### src/gda_pkg.sv
// ---------------------------------------------------------------------------
// gda_pkg: shared types and constants for gregorian date arithmetic
// Field widths, status codes, calendar tables and reciprocal constants.
// ---------------------------------------------------------------------------
package gda_pkg;

    localparam int YEAR_W   = 14;
    localparam int MONTH_W  = 4;
    localparam int DAY_W    = 5;
    localparam int OFF_W    = 21;
    localparam int DIST_W   = 22;
    localparam int WDAY_W   = 3;
    localparam int DN_W     = 23;

    localparam int MAX_YEAR  = 9999;
    localparam int YEAR_BIAS = 400;

    // linear day numbers of the first and last representable dates
    localparam int SY_LO = YEAR_BIAS - 1;
    localparam int DN_LO = 365 * SY_LO + SY_LO / 4 - SY_LO / 100 + SY_LO / 400 + 306;
    localparam int SY_HI = MAX_YEAR + YEAR_BIAS;
    localparam int DN_HI = 365 * SY_HI + SY_HI / 4 - SY_HI / 100 + SY_HI / 400 + 275 + 30;

    localparam logic [DIST_W-1:0] DIST_MAX = '1;

    // day number + WDAY_BIAS is a multiple of 7 on 1900-01-01
    localparam int WDAY_BIAS = 2;

    // ceiling reciprocals, exact over the operand ranges used
    localparam int M_DIV100  = 41944;     // >> 22
    localparam int M_ERA     = 15051803;  // >> 41, divide by 146097
    localparam int M_DIV7    = 19173962;  // >> 27
    localparam int M_DIV1460 = 367720;    // >> 29
    localparam int M_DIV36K  = 470373;    // >> 34, divide by 36524
    localparam int M_DIV365  = 367720;    // >> 27
    localparam int M_YDIV100 = 656;       // >> 16
    localparam int M_DIV153  = 3427;      // >> 19

    localparam int DAYS_ERA  = 146097;

    typedef enum logic [1:0] {
        ST_OK    = 2'd0,
        ST_BAD_A = 2'd1,
        ST_RANGE = 2'd2
    } t_status;

    typedef struct packed {
        t_status             status;
        logic                a_ok;
        logic                b_ok;
        logic [DIST_W-1:0]   span;
        logic                after;
        logic                equal;
    } t_info;

    function automatic logic [DAY_W-1:0] month_len(input logic [MONTH_W-1:0] m);
        case (m)
            4'd1:    month_len = 5'd31;
            4'd2:    month_len = 5'd28;
            4'd3:    month_len = 5'd31;
            4'd4:    month_len = 5'd30;
            4'd5:    month_len = 5'd31;
            4'd6:    month_len = 5'd30;
            4'd7:    month_len = 5'd31;
            4'd8:    month_len = 5'd31;
            4'd9:    month_len = 5'd30;
            4'd10:   month_len = 5'd31;
            4'd11:   month_len = 5'd30;
            4'd12:   month_len = 5'd31;
            default: month_len = 5'd0;
        endcase
    endfunction

    // days from march 1 to the start of a calendar month
    function automatic logic [8:0] cum_days(input logic [MONTH_W-1:0] m);
        case (m)
            4'd1:    cum_days = 9'd306;
            4'd2:    cum_days = 9'd337;
            4'd3:    cum_days = 9'd0;
            4'd4:    cum_days = 9'd31;
            4'd5:    cum_days = 9'd61;
            4'd6:    cum_days = 9'd92;
            4'd7:    cum_days = 9'd122;
            4'd8:    cum_days = 9'd153;
            4'd9:    cum_days = 9'd184;
            4'd10:   cum_days = 9'd214;
            4'd11:   cum_days = 9'd245;
            4'd12:   cum_days = 9'd275;
            default: cum_days = 9'd0;
        endcase
    endfunction

    // same, indexed by month counted from march
    function automatic logic [8:0] mp_days(input logic [3:0] mp);
        case (mp)
            4'd0:    mp_days = 9'd0;
            4'd1:    mp_days = 9'd31;
            4'd2:    mp_days = 9'd61;
            4'd3:    mp_days = 9'd92;
            4'd4:    mp_days = 9'd122;
            4'd5:    mp_days = 9'd153;
            4'd6:    mp_days = 9'd184;
            4'd7:    mp_days = 9'd214;
            4'd8:    mp_days = 9'd245;
            4'd9:    mp_days = 9'd275;
            4'd10:   mp_days = 9'd306;
            4'd11:   mp_days = 9'd337;
            default: mp_days = 9'd0;
        endcase
    endfunction

endpackage

### src/gda_in_if.sv
// ---------------------------------------------------------------------------
// gda_in_if: request channel
// Two dates and a signed day offset with valid/ready handshake.
// ---------------------------------------------------------------------------
interface gda_in_if import gda_pkg::*; ();
    logic                      valid;
    logic                      ready;
    logic [YEAR_W-1:0]         year_a;
    logic [MONTH_W-1:0]        month_a;
    logic [DAY_W-1:0]          day_a;
    logic signed [OFF_W-1:0]   day_offset;
    logic [YEAR_W-1:0]         year_b;
    logic [MONTH_W-1:0]        month_b;
    logic [DAY_W-1:0]          day_b;

    modport source (output valid, year_a, month_a, day_a, day_offset, year_b, month_b,
                    day_b, input ready);
    modport sink   (input valid, year_a, month_a, day_a, day_offset, year_b, month_b,
                    day_b, output ready);
endinterface

### src/gda_out_if.sv
// ---------------------------------------------------------------------------
// gda_out_if: result channel
// Shifted date, validity flags, distance, ordering and weekday.
// ---------------------------------------------------------------------------
interface gda_out_if import gda_pkg::*; ();
    logic                  valid;
    logic                  ready;
    logic [YEAR_W-1:0]     shifted_year;
    logic [MONTH_W-1:0]    shifted_month;
    logic [DAY_W-1:0]      shifted_day;
    logic [1:0]            shift_status;
    logic                  a_valid;
    logic                  b_valid;
    logic [DIST_W-1:0]     days_between;
    logic                  a_after_b;
    logic                  a_equals_b;
    logic [WDAY_W-1:0]     weekday_a;

    modport source (output valid, shifted_year, shifted_month, shifted_day, shift_status,
                    a_valid, b_valid, days_between, a_after_b, a_equals_b, weekday_a,
                    input ready);
    modport sink   (input valid, shifted_year, shifted_month, shifted_day, shift_status,
                    a_valid, b_valid, days_between, a_after_b, a_equals_b, weekday_a,
                    output ready);
endinterface

### src/gregorian_date_arithmetic.sv
// ---------------------------------------------------------------------------
// gregorian_date_arithmetic: date shift, distance and weekday
// Ten-stage pipeline: dates to day numbers, offset and compare, then the
// shifted day number back to year, month and day by constant reciprocals.
// ---------------------------------------------------------------------------
//   channel  dir  contents
//   i_in     in   year/month/day of A and B, signed day offset
//   o_out    out  shifted date and status, validity, distance, order, weekday
//
// the result waits in the output register until the receiver takes it
// one transaction per cycle unless the output stalls; the stage multipliers set the cycle time
// the whole pipeline advances whenever the output register is empty or taken
// reset clears the stage valid bits only
module gregorian_date_arithmetic import gda_pkg::*; (
    input  logic      i_clk,
    input  logic      i_rst_n,
    gda_in_if.sink    i_in,
    gda_out_if.source o_out
);

    localparam int NSTG = 10;

    logic [NSTG-1:0] r_vld;
    logic            en;

    assign en         = !r_vld[NSTG-1] || o_out.ready;
    assign i_in.ready = en;

    always_ff @(posedge i_clk) begin
        if (!i_rst_n) begin
            r_vld <= '0;
        end else if (en) begin
            r_vld <= {r_vld[NSTG-2:0], i_in.valid};
        end
    end

    // stage 1: biased years, divide by 100, year days, month offsets, date compare
    logic [YEAR_W-1:0]  in_y [2];
    logic [MONTH_W-1:0] in_m [2];
    logic [DAY_W-1:0]   in_d [2];

    logic [14:0]  n_s1_t    [2];
    logic [14:0]  n_s1_sy   [2];
    logic [7:0]   n_s1_qt   [2];
    logic [7:0]   n_s1_qs   [2];
    logic [DN_W-1:0] n_s1_s365 [2];
    logic [DN_W-1:0] n_s1_moff [2];
    logic [30:0]  p_qt [2];
    logic [30:0]  p_qs [2];
    logic         n_s1_after, n_s1_equal;

    logic [14:0]  r_s1_t    [2];
    logic [14:0]  r_s1_sy   [2];
    logic [7:0]   r_s1_qt   [2];
    logic [7:0]   r_s1_qs   [2];
    logic [DN_W-1:0] r_s1_s365 [2];
    logic [DN_W-1:0] r_s1_moff [2];
    logic [MONTH_W-1:0] r_s1_m [2];
    logic [DAY_W-1:0]   r_s1_d [2];
    logic signed [OFF_W-1:0] r_s1_off;
    logic         r_s1_after, r_s1_equal;

    assign in_y[0] = i_in.year_a;
    assign in_m[0] = i_in.month_a;
    assign in_d[0] = i_in.day_a;
    assign in_y[1] = i_in.year_b;
    assign in_m[1] = i_in.month_b;
    assign in_d[1] = i_in.day_b;

    always_comb begin
        for (int k = 0; k < 2; k++) begin
            n_s1_t[k]    = 15'(in_y[k]) + 15'(YEAR_BIAS);
            n_s1_sy[k]   = n_s1_t[k] - 15'(in_m[k] <= 4'd2);
            p_qt[k]      = 31'(n_s1_t[k]) * 31'(M_DIV100);
            p_qs[k]      = 31'(n_s1_sy[k]) * 31'(M_DIV100);
            n_s1_qt[k]   = p_qt[k][29:22];
            n_s1_qs[k]   = p_qs[k][29:22];
            n_s1_s365[k] = DN_W'(n_s1_sy[k]) * DN_W'(365);
            n_s1_moff[k] = DN_W'(cum_days(in_m[k])) + DN_W'(in_d[k]) - DN_W'(1);
        end
        n_s1_after = (i_in.year_a > i_in.year_b)
                  || (i_in.year_a == i_in.year_b && i_in.month_a > i_in.month_b)
                  || (i_in.year_a == i_in.year_b && i_in.month_a == i_in.month_b
                      && i_in.day_a > i_in.day_b);
        n_s1_equal = (i_in.year_a == i_in.year_b) && (i_in.month_a == i_in.month_b)
                  && (i_in.day_a == i_in.day_b);
    end

    // stage 2: leap test, validity, day number
    logic [14:0]     n_q100 [2];
    logic            n_leap [2];
    logic [DAY_W:0]  n_len  [2];
    logic            n_s2_ok [2];
    logic [DN_W-1:0] n_s2_dn [2];

    logic            r_s2_ok [2];
    logic [DN_W-1:0] r_s2_dn [2];
    logic signed [OFF_W-1:0] r_s2_off;
    logic            r_s2_after, r_s2_equal;

    always_comb begin
        for (int k = 0; k < 2; k++) begin
            n_q100[k] = 15'(r_s1_qt[k]) * 15'(100);
            n_leap[k] = (r_s1_t[k][1:0] == 2'd0 && n_q100[k] != r_s1_t[k])
                     || (n_q100[k] == r_s1_t[k] && r_s1_qt[k][1:0] == 2'd0);
            n_len[k]  = (DAY_W+1)'(month_len(r_s1_m[k]))
                      + (DAY_W+1)'(r_s1_m[k] == 4'd2 && n_leap[k]);
            n_s2_ok[k] = (r_s1_d[k] != '0) && ((DAY_W+1)'(r_s1_d[k]) <= n_len[k]);
            n_s2_dn[k] = r_s1_s365[k] + DN_W'(r_s1_sy[k] >> 2) - DN_W'(r_s1_qs[k])
                       + DN_W'(r_s1_qs[k] >> 2) + r_s1_moff[k];
        end
    end

    // stage 3: shift, range check, distance, status
    logic [DN_W-1:0]   n_na, n_nb, n_diff;
    logic signed [DN_W:0] n_ns;
    logic              n_inr;
    t_info             n_s3_info;

    logic [DN_W-1:0]   r_s3_ns;
    logic [DN_W-1:0]   r_s3_wx;
    t_info             r_s3_info;

    always_comb begin
        n_na  = r_s2_ok[0] ? r_s2_dn[0] : '0;
        n_nb  = r_s2_ok[1] ? r_s2_dn[1] : '0;
        n_ns  = $signed({1'b0, n_na}) + (DN_W+1)'(r_s2_off);
        n_inr = (n_ns >= $signed((DN_W+1)'(DN_LO))) && (n_ns <= $signed((DN_W+1)'(DN_HI)));
        n_diff = (n_na > n_nb) ? (n_na - n_nb) : (n_nb - n_na);
        n_s3_info.a_ok  = r_s2_ok[0];
        n_s3_info.b_ok  = r_s2_ok[1];
        n_s3_info.after = r_s2_after;
        n_s3_info.equal = r_s2_equal;
        if (!(r_s2_ok[0] && r_s2_ok[1])) begin
            n_s3_info.span = '0;
        end else if (n_diff > DN_W'(DIST_MAX)) begin
            n_s3_info.span = DIST_MAX;
        end else begin
            n_s3_info.span = DIST_W'(n_diff);
        end
        if (!r_s2_ok[0]) begin
            n_s3_info.status = ST_BAD_A;
        end else if (!n_inr) begin
            n_s3_info.status = ST_RANGE;
        end else begin
            n_s3_info.status = ST_OK;
        end
    end

    // stage 4: era and weekday quotients
    logic [46:0] p_era;
    logic [47:0] p_w7;
    logic [5:0]  r_s4_era;
    logic [20:0] r_s4_q7;
    logic [DN_W-1:0] r_s4_ns, r_s4_wx;
    t_info       r_s4_info;

    assign p_era = 47'(r_s3_ns) * 47'(M_ERA);
    assign p_w7  = 48'(r_s3_wx) * 48'(M_DIV7);

    // stage 5: day of era, weekday
    logic [DN_W-1:0] n_doe_full, n_wd_full;
    logic [17:0]     r_s5_doe;
    logic [5:0]      r_s5_era;
    logic [WDAY_W-1:0] r_s5_wd;
    t_info           r_s5_info;

    assign n_doe_full = r_s4_ns - DN_W'(r_s4_era) * DN_W'(DAYS_ERA);
    assign n_wd_full  = r_s4_wx - DN_W'(r_s4_q7) * DN_W'(7);

    // stage 6: century and leap corrections
    logic [36:0] p_c1, p_c2;
    logic [17:0] r_s6_doe;
    logic [6:0]  r_s6_c1;
    logic [2:0]  r_s6_c2;
    logic        r_s6_c3;
    logic [5:0]  r_s6_era;
    logic [WDAY_W-1:0] r_s6_wd;
    t_info       r_s6_info;

    assign p_c1 = 37'(r_s5_doe) * 37'(M_DIV1460);
    assign p_c2 = 37'(r_s5_doe) * 37'(M_DIV36K);

    // stage 7: year of era
    logic [17:0] n_num;
    logic [36:0] p_yoe;
    logic [17:0] r_s7_doe;
    logic [8:0]  r_s7_yoe;
    logic [5:0]  r_s7_era;
    logic [WDAY_W-1:0] r_s7_wd;
    t_info       r_s7_info;

    assign n_num = r_s6_doe - 18'(r_s6_c1) + 18'(r_s6_c2) - 18'(r_s6_c3);
    assign p_yoe = 37'(n_num) * 37'(M_DIV365);

    // stage 8: day of year
    logic [18:0] p_yq;
    logic [17:0] n_yday, n_doy_full;
    logic [8:0]  r_s8_doy;
    logic [8:0]  r_s8_yoe;
    logic [5:0]  r_s8_era;
    logic [WDAY_W-1:0] r_s8_wd;
    t_info       r_s8_info;

    assign p_yq   = 19'(r_s7_yoe) * 19'(M_YDIV100);
    assign n_yday = 18'(r_s7_yoe) * 18'(365) + 18'(r_s7_yoe >> 2) - 18'(p_yq[17:16]);
    assign n_doy_full = r_s7_doe - n_yday;

    // stage 9: month counted from march
    logic [10:0] n_x5;
    logic [22:0] p_mp;
    logic [3:0]  r_s9_mp;
    logic [8:0]  r_s9_doy;
    logic [8:0]  r_s9_yoe;
    logic [5:0]  r_s9_era;
    logic [WDAY_W-1:0] r_s9_wd;
    t_info       r_s9_info;

    assign n_x5 = 11'(r_s8_doy) * 11'(5) + 11'd2;
    assign p_mp = 23'(n_x5) * 23'(M_DIV153);

    // stage 10: calendar fields into the output register
    logic [3:0]  n_mm;
    logic [8:0]  n_dd;
    logic [15:0] n_yy;
    logic        n_ok;

    logic [YEAR_W-1:0]  r_o_year;
    logic [MONTH_W-1:0] r_o_month;
    logic [DAY_W-1:0]   r_o_day;
    logic [WDAY_W-1:0]  r_o_wd;
    t_info              r_o_info;

    always_comb begin
        n_mm = (r_s9_mp < 4'd10) ? (r_s9_mp + 4'd3) : (r_s9_mp - 4'd9);
        n_dd = r_s9_doy - mp_days(r_s9_mp) + 9'd1;
        n_yy = 16'(r_s9_era) * 16'(YEAR_BIAS) + 16'(r_s9_yoe) + 16'(n_mm <= 4'd2)
             - 16'(YEAR_BIAS);
        n_ok = (r_s9_info.status == ST_OK);
    end

    // payload registers, all stages move together
    always_ff @(posedge i_clk) begin
        if (en) begin
            for (int k = 0; k < 2; k++) begin
                r_s1_t[k]    <= n_s1_t[k];
                r_s1_sy[k]   <= n_s1_sy[k];
                r_s1_qt[k]   <= n_s1_qt[k];
                r_s1_qs[k]   <= n_s1_qs[k];
                r_s1_s365[k] <= n_s1_s365[k];
                r_s1_moff[k] <= n_s1_moff[k];
                r_s1_m[k]    <= in_m[k];
                r_s1_d[k]    <= in_d[k];
                r_s2_ok[k]   <= n_s2_ok[k];
                r_s2_dn[k]   <= n_s2_dn[k];
            end
            r_s1_off   <= i_in.day_offset;
            r_s1_after <= n_s1_after;
            r_s1_equal <= n_s1_equal;

            r_s2_off   <= r_s1_off;
            r_s2_after <= r_s1_after;
            r_s2_equal <= r_s1_equal;

            r_s3_ns   <= DN_W'(n_ns);
            r_s3_wx   <= n_na + DN_W'(WDAY_BIAS);
            r_s3_info <= n_s3_info;

            r_s4_era  <= p_era[46:41];
            r_s4_q7   <= p_w7[47:27];
            r_s4_ns   <= r_s3_ns;
            r_s4_wx   <= r_s3_wx;
            r_s4_info <= r_s3_info;

            r_s5_doe  <= 18'(n_doe_full);
            r_s5_era  <= r_s4_era;
            r_s5_wd   <= r_s4_info.a_ok ? WDAY_W'(n_wd_full) : '0;
            r_s5_info <= r_s4_info;

            r_s6_doe  <= r_s5_doe;
            r_s6_c1   <= p_c1[35:29];
            r_s6_c2   <= p_c2[36:34];
            r_s6_c3   <= (r_s5_doe == 18'(DAYS_ERA - 1));
            r_s6_era  <= r_s5_era;
            r_s6_wd   <= r_s5_wd;
            r_s6_info <= r_s5_info;

            r_s7_doe  <= r_s6_doe;
            r_s7_yoe  <= p_yoe[35:27];
            r_s7_era  <= r_s6_era;
            r_s7_wd   <= r_s6_wd;
            r_s7_info <= r_s6_info;

            r_s8_doy  <= 9'(n_doy_full);
            r_s8_yoe  <= r_s7_yoe;
            r_s8_era  <= r_s7_era;
            r_s8_wd   <= r_s7_wd;
            r_s8_info <= r_s7_info;

            r_s9_mp   <= p_mp[22:19];
            r_s9_doy  <= r_s8_doy;
            r_s9_yoe  <= r_s8_yoe;
            r_s9_era  <= r_s8_era;
            r_s9_wd   <= r_s8_wd;
            r_s9_info <= r_s8_info;

            r_o_year  <= n_ok ? YEAR_W'(n_yy) : '0;
            r_o_month <= n_ok ? n_mm : '0;
            r_o_day   <= n_ok ? DAY_W'(n_dd) : '0;
            r_o_wd    <= r_s9_wd;
            r_o_info  <= r_s9_info;
        end
    end

    assign o_out.valid         = r_vld[NSTG-1];
    assign o_out.shifted_year  = r_o_year;
    assign o_out.shifted_month = r_o_month;
    assign o_out.shifted_day   = r_o_day;
    assign o_out.shift_status  = r_o_info.status;
    assign o_out.a_valid       = r_o_info.a_ok;
    assign o_out.b_valid       = r_o_info.b_ok;
    assign o_out.days_between  = r_o_info.span;
    assign o_out.a_after_b     = r_o_info.after;
    assign o_out.a_equals_b    = r_o_info.equal;
    assign o_out.weekday_a     = r_o_wd;

`ifndef SYNTHESIS
    a_stall_holds: assert property (@(posedge i_clk) disable iff (!i_rst_n)
        !en |=> $stable(r_vld))
        else $error("pipeline valid bits moved during a stall");

    a_ok_month: assert property (@(posedge i_clk) disable iff (!i_rst_n)
        (o_out.valid && o_out.shift_status == ST_OK) |->
        (o_out.shifted_month >= 4'd1 && o_out.shifted_month <= 4'd12
         && o_out.shifted_day >= 5'd1 && o_out.shifted_year <= YEAR_W'(MAX_YEAR)))
        else $error("shifted date out of calendar range");

    a_err_zero: assert property (@(posedge i_clk) disable iff (!i_rst_n)
        (o_out.valid && o_out.shift_status != ST_OK) |->
        (o_out.shifted_year == '0 && o_out.shifted_month == '0 && o_out.shifted_day == '0))
        else $error("shifted date not cleared on error");

    a_bad_a: assert property (@(posedge i_clk) disable iff (!i_rst_n)
        (o_out.valid && !o_out.a_valid) |->
        (o_out.shift_status == ST_BAD_A && o_out.weekday_a == '0
         && o_out.days_between == '0))
        else $error("invalid date A not reported");

    a_equal_dist: assert property (@(posedge i_clk) disable iff (!i_rst_n)
        (o_out.valid && o_out.a_equals_b) |-> (o_out.days_between == '0))
        else $error("equal dates with nonzero distance");
`endif

endmodule

### src/flat_wrapper.sv
// flat-port wrapper written by rule: the top's interface ports become plain ports
module gregorian_date_arithmetic_flat import gda_pkg::*;
  (i_clk, i_rst_n, i_in_valid, i_in_year_a, i_in_month_a, i_in_day_a, i_in_day_offset, i_in_year_b, i_in_month_b, i_in_day_b, i_in_ready, o_out_valid, o_out_shifted_year, o_out_shifted_month, o_out_shifted_day, o_out_shift_status, o_out_a_valid, o_out_b_valid, o_out_days_between, o_out_a_after_b, o_out_a_equals_b, o_out_weekday_a, o_out_ready);
  gda_in_if i_in_i ();
  gda_out_if o_out_i ();
  input  logic i_clk;
  input  logic i_rst_n;
  input wire logic [$bits(i_in_i.valid)-1:0] i_in_valid;
  input wire logic [$bits(i_in_i.year_a)-1:0] i_in_year_a;
  input wire logic [$bits(i_in_i.month_a)-1:0] i_in_month_a;
  input wire logic [$bits(i_in_i.day_a)-1:0] i_in_day_a;
  input wire logic [$bits(i_in_i.day_offset)-1:0] i_in_day_offset;
  input wire logic [$bits(i_in_i.year_b)-1:0] i_in_year_b;
  input wire logic [$bits(i_in_i.month_b)-1:0] i_in_month_b;
  input wire logic [$bits(i_in_i.day_b)-1:0] i_in_day_b;
  output wire logic [$bits(i_in_i.ready)-1:0] i_in_ready;
  output wire logic [$bits(o_out_i.valid)-1:0] o_out_valid;
  output wire logic [$bits(o_out_i.shifted_year)-1:0] o_out_shifted_year;
  output wire logic [$bits(o_out_i.shifted_month)-1:0] o_out_shifted_month;
  output wire logic [$bits(o_out_i.shifted_day)-1:0] o_out_shifted_day;
  output wire logic [$bits(o_out_i.shift_status)-1:0] o_out_shift_status;
  output wire logic [$bits(o_out_i.a_valid)-1:0] o_out_a_valid;
  output wire logic [$bits(o_out_i.b_valid)-1:0] o_out_b_valid;
  output wire logic [$bits(o_out_i.days_between)-1:0] o_out_days_between;
  output wire logic [$bits(o_out_i.a_after_b)-1:0] o_out_a_after_b;
  output wire logic [$bits(o_out_i.a_equals_b)-1:0] o_out_a_equals_b;
  output wire logic [$bits(o_out_i.weekday_a)-1:0] o_out_weekday_a;
  input wire logic [$bits(o_out_i.ready)-1:0] o_out_ready;
  assign i_in_i.valid = i_in_valid;
  assign i_in_i.year_a = i_in_year_a;
  assign i_in_i.month_a = i_in_month_a;
  assign i_in_i.day_a = i_in_day_a;
  assign i_in_i.day_offset = i_in_day_offset;
  assign i_in_i.year_b = i_in_year_b;
  assign i_in_i.month_b = i_in_month_b;
  assign i_in_i.day_b = i_in_day_b;
  assign i_in_ready = i_in_i.ready;
  assign o_out_valid = o_out_i.valid;
  assign o_out_shifted_year = o_out_i.shifted_year;
  assign o_out_shifted_month = o_out_i.shifted_month;
  assign o_out_shifted_day = o_out_i.shifted_day;
  assign o_out_shift_status = o_out_i.shift_status;
  assign o_out_a_valid = o_out_i.a_valid;
  assign o_out_b_valid = o_out_i.b_valid;
  assign o_out_days_between = o_out_i.days_between;
  assign o_out_a_after_b = o_out_i.a_after_b;
  assign o_out_a_equals_b = o_out_i.a_equals_b;
  assign o_out_weekday_a = o_out_i.weekday_a;
  assign o_out_i.ready = o_out_ready;
  gregorian_date_arithmetic u_core (.i_clk(i_clk), .i_rst_n(i_rst_n), .i_in(i_in_i), .o_out(o_out_i));
endmodule
### config.mk
export PLATFORM = sky130hd
export DESIGN_NAME = gregorian_date_arithmetic_flat
export DESIGN_NICKNAME = d
export VERILOG_FILES = /design/src/gda_pkg.sv /design/src/gda_in_if.sv /design/src/gda_out_if.sv /design/src/gregorian_date_arithmetic.sv /design/src/flat_wrapper.sv
export SDC_FILE = /design/constraint.sdc
export NUM_CORES = 2
export LEC_CHECK = 0
export ABC_AREA = 1
export BUFFER_PORTS_ARGS = -buffer_cell sky130_fd_sc_hd__buf_2
export CAP_MARGIN = 20
export CORE_MARGIN = 1.5
export CORE_UTILIZATION = 45
export DETAILED_ROUTE_END_ITERATION = 6
export PLACE_DENSITY_LB_ADDON = 0.1
export SLEW_MARGIN = 20
export SYNTH_ARGS = -nofsm -noshare
export SYNTH_HDL_FRONTEND = slang
export SYNTH_SLANG_ARGS = --single-unit
### constraint.sdc
create_clock -name i_clk -period 53.8 [get_ports i_clk]
set_input_delay 10.76 -clock i_clk [delete_from_list [all_inputs] [get_ports i_clk]]
set_output_delay 10.76 -clock i_clk [all_outputs]
set_load 0.02 [all_outputs]
==> flow_summary.ini <==
[logic_synthesis]
yosysTopAreaCell = ha_1
synth_seq_area_share_pct = 24.0
synth_top_family_by_area = adder cells
syn-instance-count = 9604
yosys_warnings = 0
synth_compound_area_share_pct = 5.89
synth.top_cell.area_share_pct = 24.2
synthAdderAreaFrac_pct = 47.8
syn-num-nets = 12700
netlist_top_cells_count = inv_1 (2,545), ha_1 (1,847), fa_1 (1,129)
synth_top_flop_cell = edfxtp_1
synth-seq-cells = 769
yosys.area_share.simple_pct = 8.20
synth-edff-count = 754
synth_most_common_cell = inv_1
syn_area_um2 = 95500
synth_area_leaders = ha_1 (24%), edfxtp_1 (24%), fa_1 (24%)
synth.avg_cell_area_um2 = 9.95
synth_cell_types = 66
synth_xor_xnor_area_share_pct = 3.82
ys_async_sr_fraction_pct = 0
synth.area.mux_share_pct = 0.0118

[route]
first_pass_iters = 7
drt_iter0_markers = 3104
via_count = 62700
wl_met3_mm = 6.84
wl_per_cell_um = 17.4
drc = 0
wl_met1_mm = 101
vias_per_cell = 4.93
antenna_left = 0
dr_wl_met2_mm = 106
drt_wl_total_mm = 221
dr.max_layer_used = met5

[sta]
rsz0062_at_grt = no
setup_viol_count_final = 0
setup_tns_ns = 0
fmax_mhz = 43.5
maxSlewViolCount = 0
min_period_over_period_pct = 42.7
post-route-min-period_ns = 22.96
finalHoldViolCount = 0
worst_pin_slew_ns = 1.12
fin_skew_ns = 0.0592
slew_headroom_pct = 25.3

[global_routing]
grtUsageTotal_pct = 21.0
grt_pass1_vias = 66600
grt_max_degree = 151
grt_pass1_wl_mm = 356
grt_overflow_total = 0
antenna_found_initial = 6

[setup_path]
startpoint_type = input pin
endpoint_kind = output pin
arrival_ns = 12.20
critPathMaxFanout = 69
critPathRequiredTime_ns = 43.04
path_class = in -> out

[clocking]
clockBufferDepth = 3
tritoncts = yes
hold_buffers = 0
clock_latency_ns = 0.74
htree_levels = 3
cts_buffers = 91
ctsRootBufferMaster = clkbuf_16
clk_pin_slew_worst_paths_ns = 0.06
clock_sink_count = 769
cts_resized = 0
postCtsSetupRepairBufs = 0

[cells_and_area]
nNetsFinal = 12900
areaGrowthSynthToFinish_pct = 7.68
drive_above_1_share_pct = 3.63
num-fill-cells = 19800
fin_util_pct = 48.9

[die]
core_um2 = 210000
pin_count = 127
die-area_um2 = 215000
rows = 168
start_util_pct = 45.5
die_x_um = 464
die_y_um = 464

[placement]
dp_hpwl_mm = 191
routabilityCongestion = 0.922
port_buffers = 126

[outcome]
status = finished, final reports clean

[flow_run]
maxCapViolCount = 0

[min_path]
hp-class = reg -> reg
[flip-flops by register name, summed over array words and instances, names as in the netlist, 26 cells and up, named ones only]
name,cells
u_core.r_s4_info,28
u_core.r_s1_t,30
u_core.r_s8_info,28
u_core.r_s9_info,28
u_core.r_s3_info,28
u_core.r_s7_info,28
u_core.r_s1_moff,36
u_core.r_s1_sy,26
u_core.r_s2_dn,46
u_core.r_s6_info,28
u_core.r_s5_info,28
u_core.r_s1_s365,46
[layout make-up]
type	count	area, µm²	area share [%]
multi-input cells	6248	62800	61.1
flip-flops and latches	769	22900	22.3
inverters	2554	9590	9.32
well taps	2805	3510	3.41
clock buffers	111	2410	2.35
repair buffers	164	928	0.902
clock inverters	55	659	0.641
diodes	2	5.00	0.00486
[metal layers]
| layer | vias up | track usage, % |
|---|---|---|
| li1 | 31100 | - |
| met1 | 30400 | 28.0 |
| met2 | 901 | 36.1 |
| met3 | 262 | 2.11 |
| met4 | 6 | 6.13 |
| met5 | - | 0 |
[worst paths after layout]
check	from	to	slack, ns	cells past startpoint
worst max-delay path	o_out_ready	i_in_ready	30.84	4
worst min-delay path	u_core.r_s5_info[19]	u_core.r_s6_info[19]	0.40	0
worst max register to register	u_core.r_s6_c3	u_core.r_s7_yoe[5]	45.42	32
worst min register to register	u_core.r_s5_info[19]	u_core.r_s6_info[19]	0.40	0
[logic make-up (layout without fill, tap and decap cells)]
logic type | count (synthesis) | count (layout)
XOR/XNOR | 414 | 414
AO/OA/AOI/OAI | 1004 | 1004
AND/OR/NAND/NOR | 1853 | 1853
adder cells (fa/ha/maj) | 2976 | 2976
buffers and inverters | 2587 | 2884
other | 0 | 2
flip-flops | 769 | 769
multiplexers | 1 | 1
[worst max-delay path, cell delays in order]
cell    delay [ns]
buf_2         0.10
nor2_1        0.68
inv_8         0.37
buf_2         0.27
[layout by cell type (no fill, tap or decap), types with 19 or more instances in the layout]
| cell type | synthesis | routed |
|---|---|---|
| a21o_1 | 31 | 31 |
| nand3_1 | 173 | 173 |
| buf_4 | 7 | 37 |
| clkbuf_16 | 0 | 93 |
| o21a_1 | 19 | 19 |
| nor3_1 | 72 | 72 |
| o211ai_1 | 32 | 32 |
| edfxtp_1 | 754 | 754 |
| fa_1 | 1129 | 1129 |
| nor4_1 | 30 | 30 |
| a21oi_1 | 510 | 510 |
| ha_1 | 1847 | 1847 |
| xnor2_1 | 132 | 132 |
| nor2_1 | 405 | 405 |
| nand4_1 | 87 | 87 |
| o21bai_1 | 34 | 34 |
| a31oi_1 | 36 | 36 |
| buf_2 | 12 | 126 |
| xor2_1 | 279 | 279 |
| o21ai_0 | 252 | 252 |
| nand2_1 | 1014 | 1014 |
| inv_1 | 2545 | 2545 |
[metrics by stage]
step / cells / cell area (µm²) / hold WS [ns] / worst slack (ns)
floorplan: 9604 / 95500 / 0.400 / 11.49
global route: 12700 / 103000 / 0.402 / 30.69
finish: 12700 / 103000 / 0.403 / 30.84
CTS: 12700 / 103000 / 0.401 / 30.82
detailed placement: 12500 / 99800 / 0.405 / 30.83
global placement: 12500 / 99800 / 0.401 / 30.88
Power is not shown: default switching activity piles up to over one toggle a cycle in this logic, so the estimate is an artifact.
